<file path="src/rtl/atdt_pkg.sv">
// Package with the types, codes and constants of the atom term decoder.
`default_nettype none

package atdt_pkg;

  // Stream widths.
  localparam int unsigned IN_TDATA_W  = 8;
  localparam int unsigned IN_TUSER_W  = 1;
  localparam int unsigned OUT_TDATA_W = 32;
  localparam int unsigned OUT_TUSER_W = 3;
  localparam int unsigned CFG_DATA_W  = 11;
  localparam int unsigned CFG_IDX_W   = 1;

  // Bit places inside the result stream's tuser.
  localparam int unsigned TUSER_VALID_BIT = 0;
  localparam int unsigned TUSER_DONE_BIT  = 1;
  localparam int unsigned TUSER_ERROR_BIT = 2;

  // Bit places inside the result stream's tdata.
  localparam int unsigned TDATA_SRC_BIT  = 8;
  localparam int unsigned TDATA_RES_LSB  = 9;
  localparam int unsigned TDATA_CONS_LSB = 11;
  localparam int unsigned TDATA_CONS_MSB = 27;

  // Tag bytes.
  localparam logic [7:0] TAG_LATIN1_LONG  = 8'd100;
  localparam logic [7:0] TAG_LATIN1_SHORT = 8'd115;
  localparam logic [7:0] TAG_UTF8_LONG    = 8'd118;
  localparam logic [7:0] TAG_UTF8_SHORT   = 8'd119;

  // Byte patterns used by the transcoding.
  localparam logic [7:0] BYTE_HIGH_BIT = 8'h80;
  localparam logic [7:0] LEAD_MASK     = 8'hFE;
  localparam logic [7:0] LEAD_BASE     = 8'hC2;
  localparam logic [7:0] LEAD_OUT      = 8'hC0;
  localparam logic [7:0] CONT_MASK     = 8'hC0;
  localparam logic [7:0] LOW6_MASK     = 8'h3F;

  // Encoding mask bits of the wanted_encoding register.
  localparam logic [2:0] WANT_ASCII  = 3'b001;
  localparam logic [2:0] WANT_LATIN1 = 3'b010;
  localparam logic [2:0] WANT_UTF8   = 3'b100;

  // Held UTF-8 lead codes.
  localparam logic [1:0] HELD_NONE = 2'd0;
  localparam logic [1:0] HELD_C2   = 2'd1;
  localparam logic [1:0] HELD_C3   = 2'd2;

  typedef enum logic [CFG_IDX_W-1:0] {
    CFG_WANTED = 1'b0,
    CFG_LIMIT  = 1'b1
  } cfg_reg_e;

  typedef enum logic [4:0] {
    PH_TAG     = 5'b00001,
    PH_LEN_HI  = 5'b00010,
    PH_LEN_LO  = 5'b00100,
    PH_PAYLOAD = 5'b01000,
    PH_HALT    = 5'b10000
  } phase_e;

  typedef enum logic [1:0] {
    MODE_COPY = 2'd0,
    MODE_L2U  = 2'd1,
    MODE_U2L  = 2'd2
  } mode_e;

  typedef enum logic [1:0] {
    ENC_ASCII  = 2'd0,
    ENC_LATIN1 = 2'd1,
    ENC_UTF8   = 2'd2
  } enc_e;

  typedef struct packed {
    logic [16:0] consumed_count;
    logic [1:0]  result_encoding;
    logic        source_encoding;
    logic        error;
    logic        done_res;
    logic        last;
    logic        out_valid;
    logic [7:0]  out_byte;
  } result_t;

endpackage

`default_nettype wire

</file>
<file path="src/rtl/atom_term_decode_transcode.sv">
// Top level of the streaming atom decoder with Latin-1 and UTF-8 transcoding.
`default_nettype none

// Channel   | Direction | Payload                                  | Handshake
// ----------+-----------+------------------------------------------+------------------------
// s_axis    | in        | tdata: in_byte; tuser: restart           | tvalid and tready high
// m_axis    | out       | tdata: byte, encodings, count; tuser:    | tvalid and tready high
//           |           | out_valid, done_res, error; tlast: last  |
// cfg       | in        | cfg_index_i, cfg_data_i                  | cfg_valid_i, cfg_ready_o
//
// An accepted item is held in the input register; the decode stage then updates the state
// and writes its zero, one or two results into a four-entry queue, from whose head the
// result stream is driven. One item is taken every cycle while each item yields at most one
// result and m_axis_tready is high; a Latin-1 byte widened to UTF-8 gives two results in turn.
// Decode fires only with room for two results, so a stall backs up to s_axis_tready safely.
// Reset clears the atom state, the queue and the registers (wanted_encoding 2, limit 256).

module atom_term_decode_transcode #(
  parameter int unsigned OUT_LIMIT_MAX = 1024
) (
  input  wire                                 clk_i,
  input  wire                                 rst_ni,
  // Input stream
  input  wire                                 s_axis_tvalid,
  output logic                                s_axis_tready,
  input  wire  [atdt_pkg::IN_TDATA_W-1:0]     s_axis_tdata,   // [7:0] in_byte
  input  wire  [atdt_pkg::IN_TUSER_W-1:0]     s_axis_tuser,   // [0] restart
  // Result stream
  output logic                                m_axis_tvalid,
  input  wire                                 m_axis_tready,
  // [7:0] out_byte, [8] source_encoding, [10:9] result_encoding,
  // [27:11] consumed_count, [31:28] zero
  output logic [atdt_pkg::OUT_TDATA_W-1:0]    m_axis_tdata,
  // [0] out_valid, [1] done_res, [2] error
  output logic [atdt_pkg::OUT_TUSER_W-1:0]    m_axis_tuser,
  output logic                                m_axis_tlast,   // last
  // Configuration write channel
  input  wire                                 cfg_valid_i,
  output logic                                cfg_ready_o,
  input  wire  [atdt_pkg::CFG_IDX_W-1:0]      cfg_index_i,
  input  wire  [atdt_pkg::CFG_DATA_W-1:0]     cfg_data_i
);

  localparam int unsigned QDepth = 4;
  localparam int unsigned QPtrW  = $clog2(QDepth);
  localparam int unsigned QCntW  = $clog2(QDepth + 1);

  // ---------------------------------------------------------------------------
  // Configuration registers. Writes are taken in every cycle; a limit above
  // OUT_LIMIT_MAX is clipped to it.
  // ---------------------------------------------------------------------------
  logic [2:0]  wanted_q;
  logic [10:0] dest_limit_q;
  logic        cfg_we;
  logic        cfg_clip;

  assign cfg_ready_o = 1'b1;
  assign cfg_we      = cfg_valid_i && cfg_ready_o;
  assign cfg_clip    = {21'd0, cfg_data_i} > 32'(OUT_LIMIT_MAX);

  always_ff @(posedge clk_i or negedge rst_ni) begin
    if (!rst_ni) begin
      wanted_q     <= atdt_pkg::WANT_LATIN1;
      dest_limit_q <= 11'd256;
    end else if (cfg_we) begin
      if (cfg_index_i == atdt_pkg::CFG_WANTED) begin
        wanted_q <= cfg_data_i[2:0];
      end else begin
        dest_limit_q <= cfg_clip ? 11'(OUT_LIMIT_MAX) : cfg_data_i;
      end
    end
  end

  // ---------------------------------------------------------------------------
  // Input register.
  // ---------------------------------------------------------------------------
  logic       in_vld_q;
  logic [7:0] in_byte_q;
  logic       in_restart_q;
  logic       proc_fire;
  logic       s_acc;

  logic [QCntW-1:0] q_cnt_q;

  // The decode stage needs room for the largest burst an item can cause.
  assign proc_fire     = in_vld_q && (q_cnt_q <= QCntW'(QDepth - 2));
  assign s_axis_tready = !in_vld_q || proc_fire;
  assign s_acc         = s_axis_tvalid && s_axis_tready;

  always_ff @(posedge clk_i or negedge rst_ni) begin
    if (!rst_ni) begin
      in_vld_q <= 1'b0;
    end else if (s_axis_tready) begin
      in_vld_q <= s_axis_tvalid;
    end
  end

  always_ff @(posedge clk_i) begin
    if (s_acc) begin
      in_byte_q    <= s_axis_tdata[7:0];
      in_restart_q <= s_axis_tuser[0];
    end
  end

  // ---------------------------------------------------------------------------
  // Atom state.
  // ---------------------------------------------------------------------------
  atdt_pkg::phase_e phase_q, phase_d;
  atdt_pkg::mode_e  mode_q, mode_d;
  logic             tag_q, tag_d;
  logic [15:0]      rem_q, rem_d;
  logic [10:0]      oc_q, oc_d;
  logic [16:0]      cons_q, cons_d;
  logic             sna_q, sna_d;
  logic [1:0]       held_q, held_d;

  atdt_pkg::result_t r0, r1;
  logic [1:0]        nres;

  // Encoding of the text delivered for a finished atom.
  function automatic logic [1:0] res_enc(input logic sna, input atdt_pkg::mode_e mode,
                                         input logic tag);
    logic [1:0] enc;
    if (!sna) begin
      enc = atdt_pkg::ENC_ASCII;
    end else begin
      unique case (mode)
        atdt_pkg::MODE_COPY: enc = tag ? atdt_pkg::ENC_UTF8 : atdt_pkg::ENC_LATIN1;
        atdt_pkg::MODE_L2U:  enc = atdt_pkg::ENC_UTF8;
        atdt_pkg::MODE_U2L:  enc = atdt_pkg::ENC_LATIN1;
        default:             enc = atdt_pkg::ENC_ASCII;
      endcase
    end
    return enc;
  endfunction

  always_comb begin : decode
    logic [7:0]        b;
    logic [10:0]       lim;
    atdt_pkg::phase_e  ph;
    logic              fail;
    logic              done_now;
    logic [1:0]        ne;
    logic [7:0]        byte0;
    logic [7:0]        byte1;
    logic [2:0]        tag_bit;
    logic [1:0]        enc;

    b        = in_byte_q;
    lim      = (dest_limit_q == 11'd0) ? 11'd0 : dest_limit_q - 11'd1;
    ph       = in_restart_q ? atdt_pkg::PH_TAG : phase_q;
    fail     = 1'b0;
    done_now = 1'b0;
    ne       = 2'd0;
    byte0    = 8'd0;
    byte1    = 8'd0;
    tag_bit  = 3'd0;

    phase_d = phase_q;
    mode_d  = mode_q;
    tag_d   = tag_q;
    rem_d   = rem_q;
    oc_d    = oc_q;
    cons_d  = cons_q;
    sna_d   = sna_q;
    held_d  = held_q;

    if (proc_fire) begin
      unique case (ph)
        atdt_pkg::PH_TAG: begin
          cons_d = 17'd1;
          sna_d  = 1'b0;
          oc_d   = 11'd0;
          held_d = atdt_pkg::HELD_NONE;
          rem_d  = 16'd0;
          unique case (b)
            atdt_pkg::TAG_LATIN1_LONG: begin
              tag_d   = 1'b0;
              phase_d = atdt_pkg::PH_LEN_HI;
            end
            atdt_pkg::TAG_LATIN1_SHORT: begin
              tag_d   = 1'b0;
              phase_d = atdt_pkg::PH_LEN_LO;
            end
            atdt_pkg::TAG_UTF8_LONG: begin
              tag_d   = 1'b1;
              phase_d = atdt_pkg::PH_LEN_HI;
            end
            atdt_pkg::TAG_UTF8_SHORT: begin
              tag_d   = 1'b1;
              phase_d = atdt_pkg::PH_LEN_LO;
            end
            default: fail = 1'b1;
          endcase
          if (!fail) begin
            tag_bit = tag_d ? atdt_pkg::WANT_UTF8 : atdt_pkg::WANT_LATIN1;
            if ((wanted_q & tag_bit) != 3'd0 || wanted_q == atdt_pkg::WANT_ASCII) begin
              mode_d = atdt_pkg::MODE_COPY;
            end else begin
              mode_d = tag_d ? atdt_pkg::MODE_U2L : atdt_pkg::MODE_L2U;
            end
          end
        end
        atdt_pkg::PH_LEN_HI: begin
          rem_d   = {b, 8'h00};
          cons_d  = cons_q + 17'd1;
          phase_d = atdt_pkg::PH_LEN_LO;
        end
        atdt_pkg::PH_LEN_LO: begin
          rem_d  = {rem_q[15:8], b};
          cons_d = cons_q + 17'd1;
          if (mode_q == atdt_pkg::MODE_COPY && rem_d >= {5'd0, dest_limit_q}) begin
            fail = 1'b1;
          end else if (rem_d == 16'd0) begin
            // Empty atom: finished at once, without a text byte.
            phase_d  = atdt_pkg::PH_TAG;
            done_now = 1'b1;
          end else begin
            phase_d = atdt_pkg::PH_PAYLOAD;
          end
        end
        atdt_pkg::PH_PAYLOAD: begin
          cons_d = cons_q + 17'd1;
          rem_d  = rem_q - 16'd1;
          unique case (mode_q)
            atdt_pkg::MODE_COPY: begin
              if ((b & atdt_pkg::BYTE_HIGH_BIT) != 8'd0 &&
                  wanted_q == atdt_pkg::WANT_ASCII) begin
                fail = 1'b1;
              end else begin
                if ((b & atdt_pkg::BYTE_HIGH_BIT) != 8'd0) begin
                  sna_d = 1'b1;
                end
                oc_d  = oc_q + 11'd1;
                ne    = 2'd1;
                byte0 = b;
              end
            end
            atdt_pkg::MODE_L2U: begin
              if ((b & atdt_pkg::BYTE_HIGH_BIT) == 8'd0) begin
                if (oc_q >= lim) begin
                  fail = 1'b1;
                end else begin
                  oc_d  = oc_q + 11'd1;
                  ne    = 2'd1;
                  byte0 = b;
                end
              end else if ({1'b0, oc_q} + 12'd2 > {1'b0, lim}) begin
                // Both bytes of the sequence must fit.
                fail = 1'b1;
              end else begin
                oc_d  = oc_q + 11'd2;
                sna_d = 1'b1;
                ne    = 2'd2;
                byte0 = atdt_pkg::LEAD_OUT | {6'd0, b[7:6]};
                byte1 = atdt_pkg::BYTE_HIGH_BIT | (b & atdt_pkg::LOW6_MASK);
              end
            end
            atdt_pkg::MODE_U2L: begin
              if (held_q != atdt_pkg::HELD_NONE) begin
                if ((b & atdt_pkg::CONT_MASK) != atdt_pkg::BYTE_HIGH_BIT) begin
                  fail = 1'b1;
                end else begin
                  held_d = atdt_pkg::HELD_NONE;
                  sna_d  = 1'b1;
                  oc_d   = oc_q + 11'd1;
                  ne     = 2'd1;
                  byte0  = atdt_pkg::BYTE_HIGH_BIT | {1'b0, held_q[1], 6'd0} |
                           (b & atdt_pkg::LOW6_MASK);
                end
              end else if (oc_q >= lim) begin
                fail = 1'b1;
              end else if ((b & atdt_pkg::BYTE_HIGH_BIT) == 8'd0) begin
                oc_d  = oc_q + 11'd1;
                ne    = 2'd1;
                byte0 = b;
              end else if ((b & atdt_pkg::LEAD_MASK) == atdt_pkg::LEAD_BASE &&
                           rem_d != 16'd0) begin
                // Lead byte is held until its continuation byte arrives.
                held_d = b[0] ? atdt_pkg::HELD_C3 : atdt_pkg::HELD_C2;
              end else begin
                fail = 1'b1;
              end
            end
            default: fail = 1'b1;
          endcase
          if (!fail && ne != 2'd0 && rem_d == 16'd0) begin
            phase_d  = atdt_pkg::PH_TAG;
            done_now = 1'b1;
          end
        end
        atdt_pkg::PH_HALT: begin
          // Halted: the byte is dropped until a restart.
        end
        default: phase_d = atdt_pkg::PH_HALT;
      endcase
      if (fail) begin
        phase_d = atdt_pkg::PH_HALT;
      end
    end

    // Assemble the results of this item.
    enc = res_enc(sna_d, mode_d, tag_d);
    r0  = '0;
    r1  = '0;
    if (fail) begin
      nres     = 2'd1;
      r0.error = 1'b1;
      r0.last  = 1'b1;
    end else begin
      nres = (ne != 2'd0) ? ne : {1'b0, done_now};
      r0.out_byte  = byte0;
      r0.out_valid = (ne != 2'd0);
      r0.last      = (nres == 2'd1);
      if (done_now && nres == 2'd1) begin
        r0.done_res        = 1'b1;
        r0.source_encoding = tag_d;
        r0.result_encoding = enc;
        r0.consumed_count  = cons_d;
      end
      r1.out_byte  = byte1;
      r1.out_valid = 1'b1;
      r1.last      = 1'b1;
      if (done_now) begin
        r1.done_res        = 1'b1;
        r1.source_encoding = tag_d;
        r1.result_encoding = enc;
        r1.consumed_count  = cons_d;
      end
    end
  end

  always_ff @(posedge clk_i or negedge rst_ni) begin
    if (!rst_ni) begin
      phase_q <= atdt_pkg::PH_TAG;
      mode_q  <= atdt_pkg::MODE_COPY;
      tag_q   <= 1'b0;
      rem_q   <= 16'd0;
      oc_q    <= 11'd0;
      cons_q  <= 17'd0;
      sna_q   <= 1'b0;
      held_q  <= atdt_pkg::HELD_NONE;
    end else begin
      phase_q <= phase_d;
      mode_q  <= mode_d;
      tag_q   <= tag_d;
      rem_q   <= rem_d;
      oc_q    <= oc_d;
      cons_q  <= cons_d;
      sna_q   <= sna_d;
      held_q  <= held_d;
    end
  end

  // ---------------------------------------------------------------------------
  // Result queue. Up to two entries are written per cycle, one is read.
  // ---------------------------------------------------------------------------
  atdt_pkg::result_t q_mem_q [QDepth];
  logic [QPtrW-1:0]  q_wr_q;
  logic [QPtrW-1:0]  q_rd_q;
  logic [QPtrW-1:0]  q_wr_nxt;
  logic              q_pop;
  atdt_pkg::result_t q_head;

  assign q_pop    = m_axis_tvalid && m_axis_tready;
  assign q_wr_nxt = q_wr_q + QPtrW'(1);

  always_ff @(posedge clk_i or negedge rst_ni) begin
    if (!rst_ni) begin
      q_wr_q  <= '0;
      q_rd_q  <= '0;
      q_cnt_q <= '0;
    end else begin
      q_wr_q  <= q_wr_q + QPtrW'(nres);
      q_rd_q  <= q_rd_q + QPtrW'(q_pop);
      q_cnt_q <= q_cnt_q + QCntW'(nres) - QCntW'(q_pop);
    end
  end

  always_ff @(posedge clk_i) begin
    if (nres != 2'd0) begin
      q_mem_q[q_wr_q] <= r0;
    end
    if (nres == 2'd2) begin
      q_mem_q[q_wr_nxt] <= r1;
    end
  end

  assign q_head        = q_mem_q[q_rd_q];
  assign m_axis_tvalid = (q_cnt_q != '0);
  assign m_axis_tlast  = q_head.last;
  assign m_axis_tuser  = {q_head.error, q_head.done_res, q_head.out_valid};
  assign m_axis_tdata  = {4'd0, q_head.consumed_count, q_head.result_encoding,
                          q_head.source_encoding, q_head.out_byte};

endmodule

`default_nettype wire

</file>
<file path="config.mk">
export PLATFORM = sky130hd
export DESIGN_NAME = atom_term_decode_transcode
export DESIGN_NICKNAME = d
export VERILOG_FILES = /design/src/rtl/atdt_pkg.sv /design/src/rtl/atom_term_decode_transcode.sv
export SDC_FILE = /design/constraint.sdc
export NUM_CORES = 1
export LEC_CHECK = 0
export BUFFER_PORTS_ARGS = -buffer_cell sky130_fd_sc_hd__buf_4
export CELL_PAD_IN_SITES_DETAIL_PLACEMENT = 0
export CELL_PAD_IN_SITES_GLOBAL_PLACEMENT = 2
export CORE_MARGIN = 10
export CORE_UTILIZATION = 40
export CTS_BUF_LIST = sky130_fd_sc_hd__clkbuf_16
export CTS_CLUSTER_SIZE = 12
export DETAILED_ROUTE_END_ITERATION = 8
export PLACE_DENSITY_LB_ADDON = 0.1
export SLEW_MARGIN = 20
export SYNTH_ARGS = -nofsm -noshare
export SYNTH_HDL_FRONTEND = slang
export SYNTH_SLANG_ARGS = --single-unit
</file>
<file path="constraint.sdc">
create_clock -name clk_i -period 7.7 [get_ports clk_i]
set_input_delay 0.385 -clock clk_i [delete_from_list [all_inputs] [get_ports clk_i]]
set_output_delay 0.385 -clock clk_i [all_outputs]
set_load 0.05 [all_outputs]
</file>
After elaboration in Yosys (flattened, before gate mapping)
Memories as Yosys holds them, arrays and structs flattened.
Index checks and enable logic that the tools add are counted.

storage, ports and cells
  memories = 1
  word-level logic and storage cells = 237
  output and inout bits = 39
  register bits = 86
  bits of input ports = 26
  RAM bits = 128

operators by class
  magnitude comparators = 5
  $add $sub $neg = 11
  equality and inequality tests = 34
  muxes and demuxes = 123
  bitwise operators = 4
  reduce and logical (&&, ||, !) cells = 42

memories
  name     depth  bits a word  rd ports  clocked after memory_dff  write ports  line                               text
  q_mem_q  4      32           1         0                         2            atom_term_decode_transcode.sv:358  atdt_pkg::result_t q_mem_q [QDepth];

operators by type and width
  cell                   count
  $mux 11                11
  $mux 8                 15
  $mux 20                4
  $pmux 16 s4            1
  $mux 1                 46
  $mux 2                 23
  $pmux 17 s2            1
  $pmux 11 s3            1
  $eq 8x7->1 const B     4
  $logic_not 16->1       2
  $pmux 5 s5             1
  $ne 4x4->1 const B     6
  $pmux 8 s3             1
  $pmux 11 s2            1
  $ne 3x3->1 const B     7
  $mux 5                 4
  $add 17x1->17 const B  1
  $mux 17                1
  $ge 16x11->1           1
  $reduce_bool 16->1     1
  $sub 16x1->16 const B  1
  $add 11x2->12 const B  1
  $gt 12x11->1           1
  $pmux 2 s3             2
  other kinds (50)       82

Logic depth before layout (Yosys ltp)
  depth in word-level cells = 21
  mapped depth = 21
  mapped depth without buffers = 20

Least setup slack after synthesis
Ideal clock, no wire load.

  path kind = reg-to-reg
  from = register dest_limit_q[2]
  to = memory q_mem_q[0][0] (netlist name) (enable)
  setup time = 0.465 ns
  data required time = 7.235 ns
  buffers on the path = 1
  arrival = 5.784 ns
  clock period less this slack = 6.249 ns
  cell stages (with the launch flop) = 17
  slack = 1.451 ns
  path through = dfrtp_1 > nor2_1 > nand3_1 > nor4_1 > xnor2_1 > nand2_1 > ha_1 > a2111oi_0 > o21ai_1 > o21a_1 > o41ai_2 > and2_1 > buf_2 > nand2_2 > nor3_4 > inv_2 > o32ai_1

RTL lines
  what                    line                               text
  start, declared         atom_term_decode_transcode.sv:53   logic [10:0] dest_limit_q;
  start signal, assigned  atom_term_decode_transcode.sv:69   dest_limit_q <= cfg_clip ? 11'(OUT_LIMIT_MAX) : cfg_data_i;
  end, declared           atom_term_decode_transcode.sv:358

==> key figures <==
Worst setup path
  • R2r endpoint: q_mem_q[2][24]$_DFFE_PP_
  • CP Max Fanout: 26
  • Critical path type: reg2reg
  • Worst-path cell chain: inv_1 -> nand4_1 -> nor3_1 -> nand4_1 -> nand2_1 -> ha_1 -> a2111oi_0 -> o21ai_1 -> o21a_1 -> o41ai_2 -> nand2_1 -> or3_1 -> nor3_2 -> nand2_1 -> nand2_1 -> buf_4
  • Cell depth of the worst flop-to-flop path: 16
  • Most frequent CP cell: nand2_1
  • Critical path capture point type: flop
  • Crit path buf inv count: 2
  • CP max stage delay: 0.65 ns
  • Crit-path slowest cell: o41ai_2
  • RR Startpoint: dest_limit_q[5]$_DFFE_PN0P_
  • R2R Setup Slk: 1.85 ns
  • Worst setup SP type: flop
  • Critical Path AT: 6.04 ns
  • Delay-heaviest family, CP: simple AND/OR/NAND/NOR gates
  • Required time of the critical path: 7.88 ns

Yosys
  • Top FF cell, synth: edfxtp_1
  • Mapped Area: 0.0123 mm2
  • Gate Count Post-Synth: 1129
  • Largest cells by area after synthesis: edfxtp_1 32%, dfrtp_1 15%, mux4_2 5.9%, ha_1 4.9%, a21oi_1 4.2%
  • Distinct cells, synth: 91
  • #FFs+latches synth: 214
  • Post-synthesis sequential area ratio: 48.7%
  • Top cell type's share of synthesized area: 31.6%
  • Mapped Avg Cell Area: 10.9 um2
  • Area leader, netlist: edfxtp_1
  • YS warnings: 0
  • EDFF count, synth: 129
  • Asr flop ratio synth: 36.0%

Placement
  • PortBufs: 59
  • # placed instances: 1541
  • Final GP Congestion: 0.821
  • Hpwl dp: 25.2 mm

Detailed routing
  • Vias per cell: 5.77
  • TritonRoute pass-1 iters: 5
  • Routed vias: 9177
  • Routed len/inst: 22.6 um
  • Routed WL: 36.0 mm
  • DRC: 0
  • DRT antenna net count: 0
  • Starting DRT DRC Count: 670

Global routing
  • Largest net degree at the start of global routing: 53
  • GR Layer Usage met3: 2.24%
  • Grt ovf: 0
  • Gr usage total: 18.5%
  • Global routing usage on met2: 29.3%
  • First-pass GRT wire length: 56.5 mm
  • Number of global-route vias before repair: 9358
  • Initial antenna violation count: 0
  • Busiest grt layer: met2
  • GR Layer Usage met1: 26.5%

Clocking
  • H-tree Lvls: 1
  • Setup bufs post-CTS: 0
  • Hold buffer count at cts: 1
  • Clock Latency Late Sink: 0.53 ns
  • Reg clk slew, reported paths: 0.06 ns
  • CTS tree: built
  • CTS resizes: 0
  • # clock sinks: 214
  • Clock root cell: clkbuf_16
  • Clock Path Buffers: 3
  • TritonCTS Buffers: 27

Timing
  • Setup TNS: 0 ns
  • Final hold viol count: 0
  • Fin crit share: 76.0%
  • Min Tclk post-route: 5.85 ns
  • RSZ-0062 raised after global routing: no
  • Slew @ Worst Pin: 1.09 ns
  • Relative slew margins: 26.7%
  • Clock Skews: 0.0116 ns
  • Max Transition Viols Final: 0
  • FMAX: 0.171 GHz
  • Finish-stage setup viols: 0

Min path
  • Hold wc startpoint: s_axis_tdata[6]
  • HP Class: in2reg
  • Hold path depth: 1
  • Hold EP: decode.b[6]$_DFFE_PP_

Cells and area
  • Area Overhead vs Synth: 13.9%
  • Most frequent cells in the layout: 129 x edfxtp_1, 103 x a21oi_1, 101 x nand2_1
  • Most common cell after layout, fill and taps aside: edfxtp_1
  • Post-Layout Cell Count: 1591
  • Layout cells sized above 1: 16.8%
  • # diodes: 0
  • NumNets Final: 1250

Pwr
  • Pwr Total: 0.00441 W
  • Peak supply drop: 267 uV
  • Leakage: 5.26 nW
  • Power Density: 316 mW/mm2

Floorplan
  • Core Box Area: 0.0304 mm2
  • DIE WIDTH: 195 um
  • DIE HEIGHT: 195 um
  • Die area: 0.0380 mm2
  • I/O Pins: 65
  • Starting Density: 40.3%
  • Rows: 64

Run
  • Maxcap violations: 0

Outcome
  • Status: completed
-- metal layers --
metal / share of wire [%] / vias up / wire length, um
met1: 48 / 4628 / 17300
met3: 3.7 / 39 / 1340
met2: 47 / 178 / 16800
li1: - / 4332 / -
met4: 1.7 / 0 / 600
met5: 0 / - / 0
-- logic make-up after synthesis --
kind of cell | share of synthesized area (%)
buffers and inverters | 3.51
multiplexers | 6.43
AO/OA/AOI/OAI | 16.3
flip-flops | 48.7
other | 0.0613
AND/OR/NAND/NOR | 16.6
adder cells (fa/ha/maj) | 5.07
XOR/XNOR | 3.42
-- flip-flops by register name, indices dropped and copies added (netlist names) --
name          count
q_mem_q         128
q_rd_q            2
decode.b          8
q_wr_q            2
phase_q           5
tag_q             1
in_restart_q      1
in_vld_q          1
dest_limit_q     11
cons_q           17
wanted_q          3
oc_q             11
rem_q            16
q_cnt_q           3
held_q            2
mode_q            2
sna_q             1
-- worst register-to-register path, delay by kind of cell (launching register included) --
kind,cells,cell delay [ns]
DFF,1,0.41
adders and majority gates,1,0.26
and+or+nand+nor,9,2.97
buffers and inverters,2,0.57
AOI/OAI and AO/OA,4,1.27
-- cells in the mapped netlist, types with 9 or more instances --
cell / instances
nor2_1: 75
a21o_1: 10
a22o_1: 12
nand3_1: 33
inv_1: 39
xor2_1: 25
ha_1: 48
nor3_1: 27
nand2b_1: 17
nor4_1: 12
o21ai_0: 55
and2_1: 13
clkbuf_1: 32
nand2_1: 101
edfxtp_1: 129
mux4_2: 32
buf_2: 13
nand4_1: 19
xnor2_1: 21
o31ai_1: 11
buf_4: 9
a31oi_1: 10
dfrtp_1: 74
and3_1: 22
a21oi_1: 103
nor2b_1: 18
-- report_power, final --
group / switching [W] / total (W) / internal (W)
Combinational: 0.00108 / 0.00162 / 0.000540
Clock: 0.000499 / 0.00127 / 0.000767
Sequential: 0.000144 / 0.00152 / 0.00137
-- worst max-delay path by stage --
| stage | startpoint | end | slack (ns) | cells past startpoint |
|---|---|---|---|---|
| after detailed placement | dest_limit_q[4]$_DFFE_PN0P_ | q_mem_q[2][21]$_DFFE_PP_ | 1.81 | 16 |
| after CTS | dest_limit_q[4]$_DFFE_PN0P_ | q_mem_q[2][9]$_DFFE_PP_ | 1.76 | 16 |
| after floorplan | dest_limit_q[2]$_DFFE_PN0P_ | q_mem_q[0][0]$_DFFE_PP_ | 1.45 | 16 |
| after global placement | dest_limit_q[4]$_DFFE_PN0P_ | q_mem_q[2][21]$_DFFE_PP_ | 1.94 | 16 |
| final | dest_limit_q[5]$_DFFE_PN0P_ | q_mem_q[2][24]$_DFFE_PP_ | 1.85 | 16 |
| after global routing | dest_limit_q[4]$_DFFE_PN0P_ | q_mem_q[2][9]$_DFFE_PP_ | 1.21 | 16 |
-- metrics by stage --
stage | hold slack [ns] | instance area [um2] | setup slack [ns] | utilization, %
finish | 0.0346 | 14000 | 1.85 | 45.9
global route | 0.0145 | 14000 | 1.21 | 45.9
CTS | 0.0176 | 14000 | 1.76 | 45.9
detailed placement | 0.336 | 13100 | 1.81 | 42.9
global placement | 0.330 | 13100 | 1.94 | 42.9
floorplan | 0.0894 | 12300 | 1.45 | -
-- final cells by class --
cell class | instances | area [um2]
Inverter | 40 | 150
Multi-Input combinational cell | 817 | 5900
Fill cell | 2907 | 16500
Clock inverter | 22 | 205
Timing Repair Buffer | 75 | 566
Sequential cell | 214 | 5970
Tap cell | 396 | 495
Clock buffer | 27 | 676
Power figures use the tool's default switching activity.
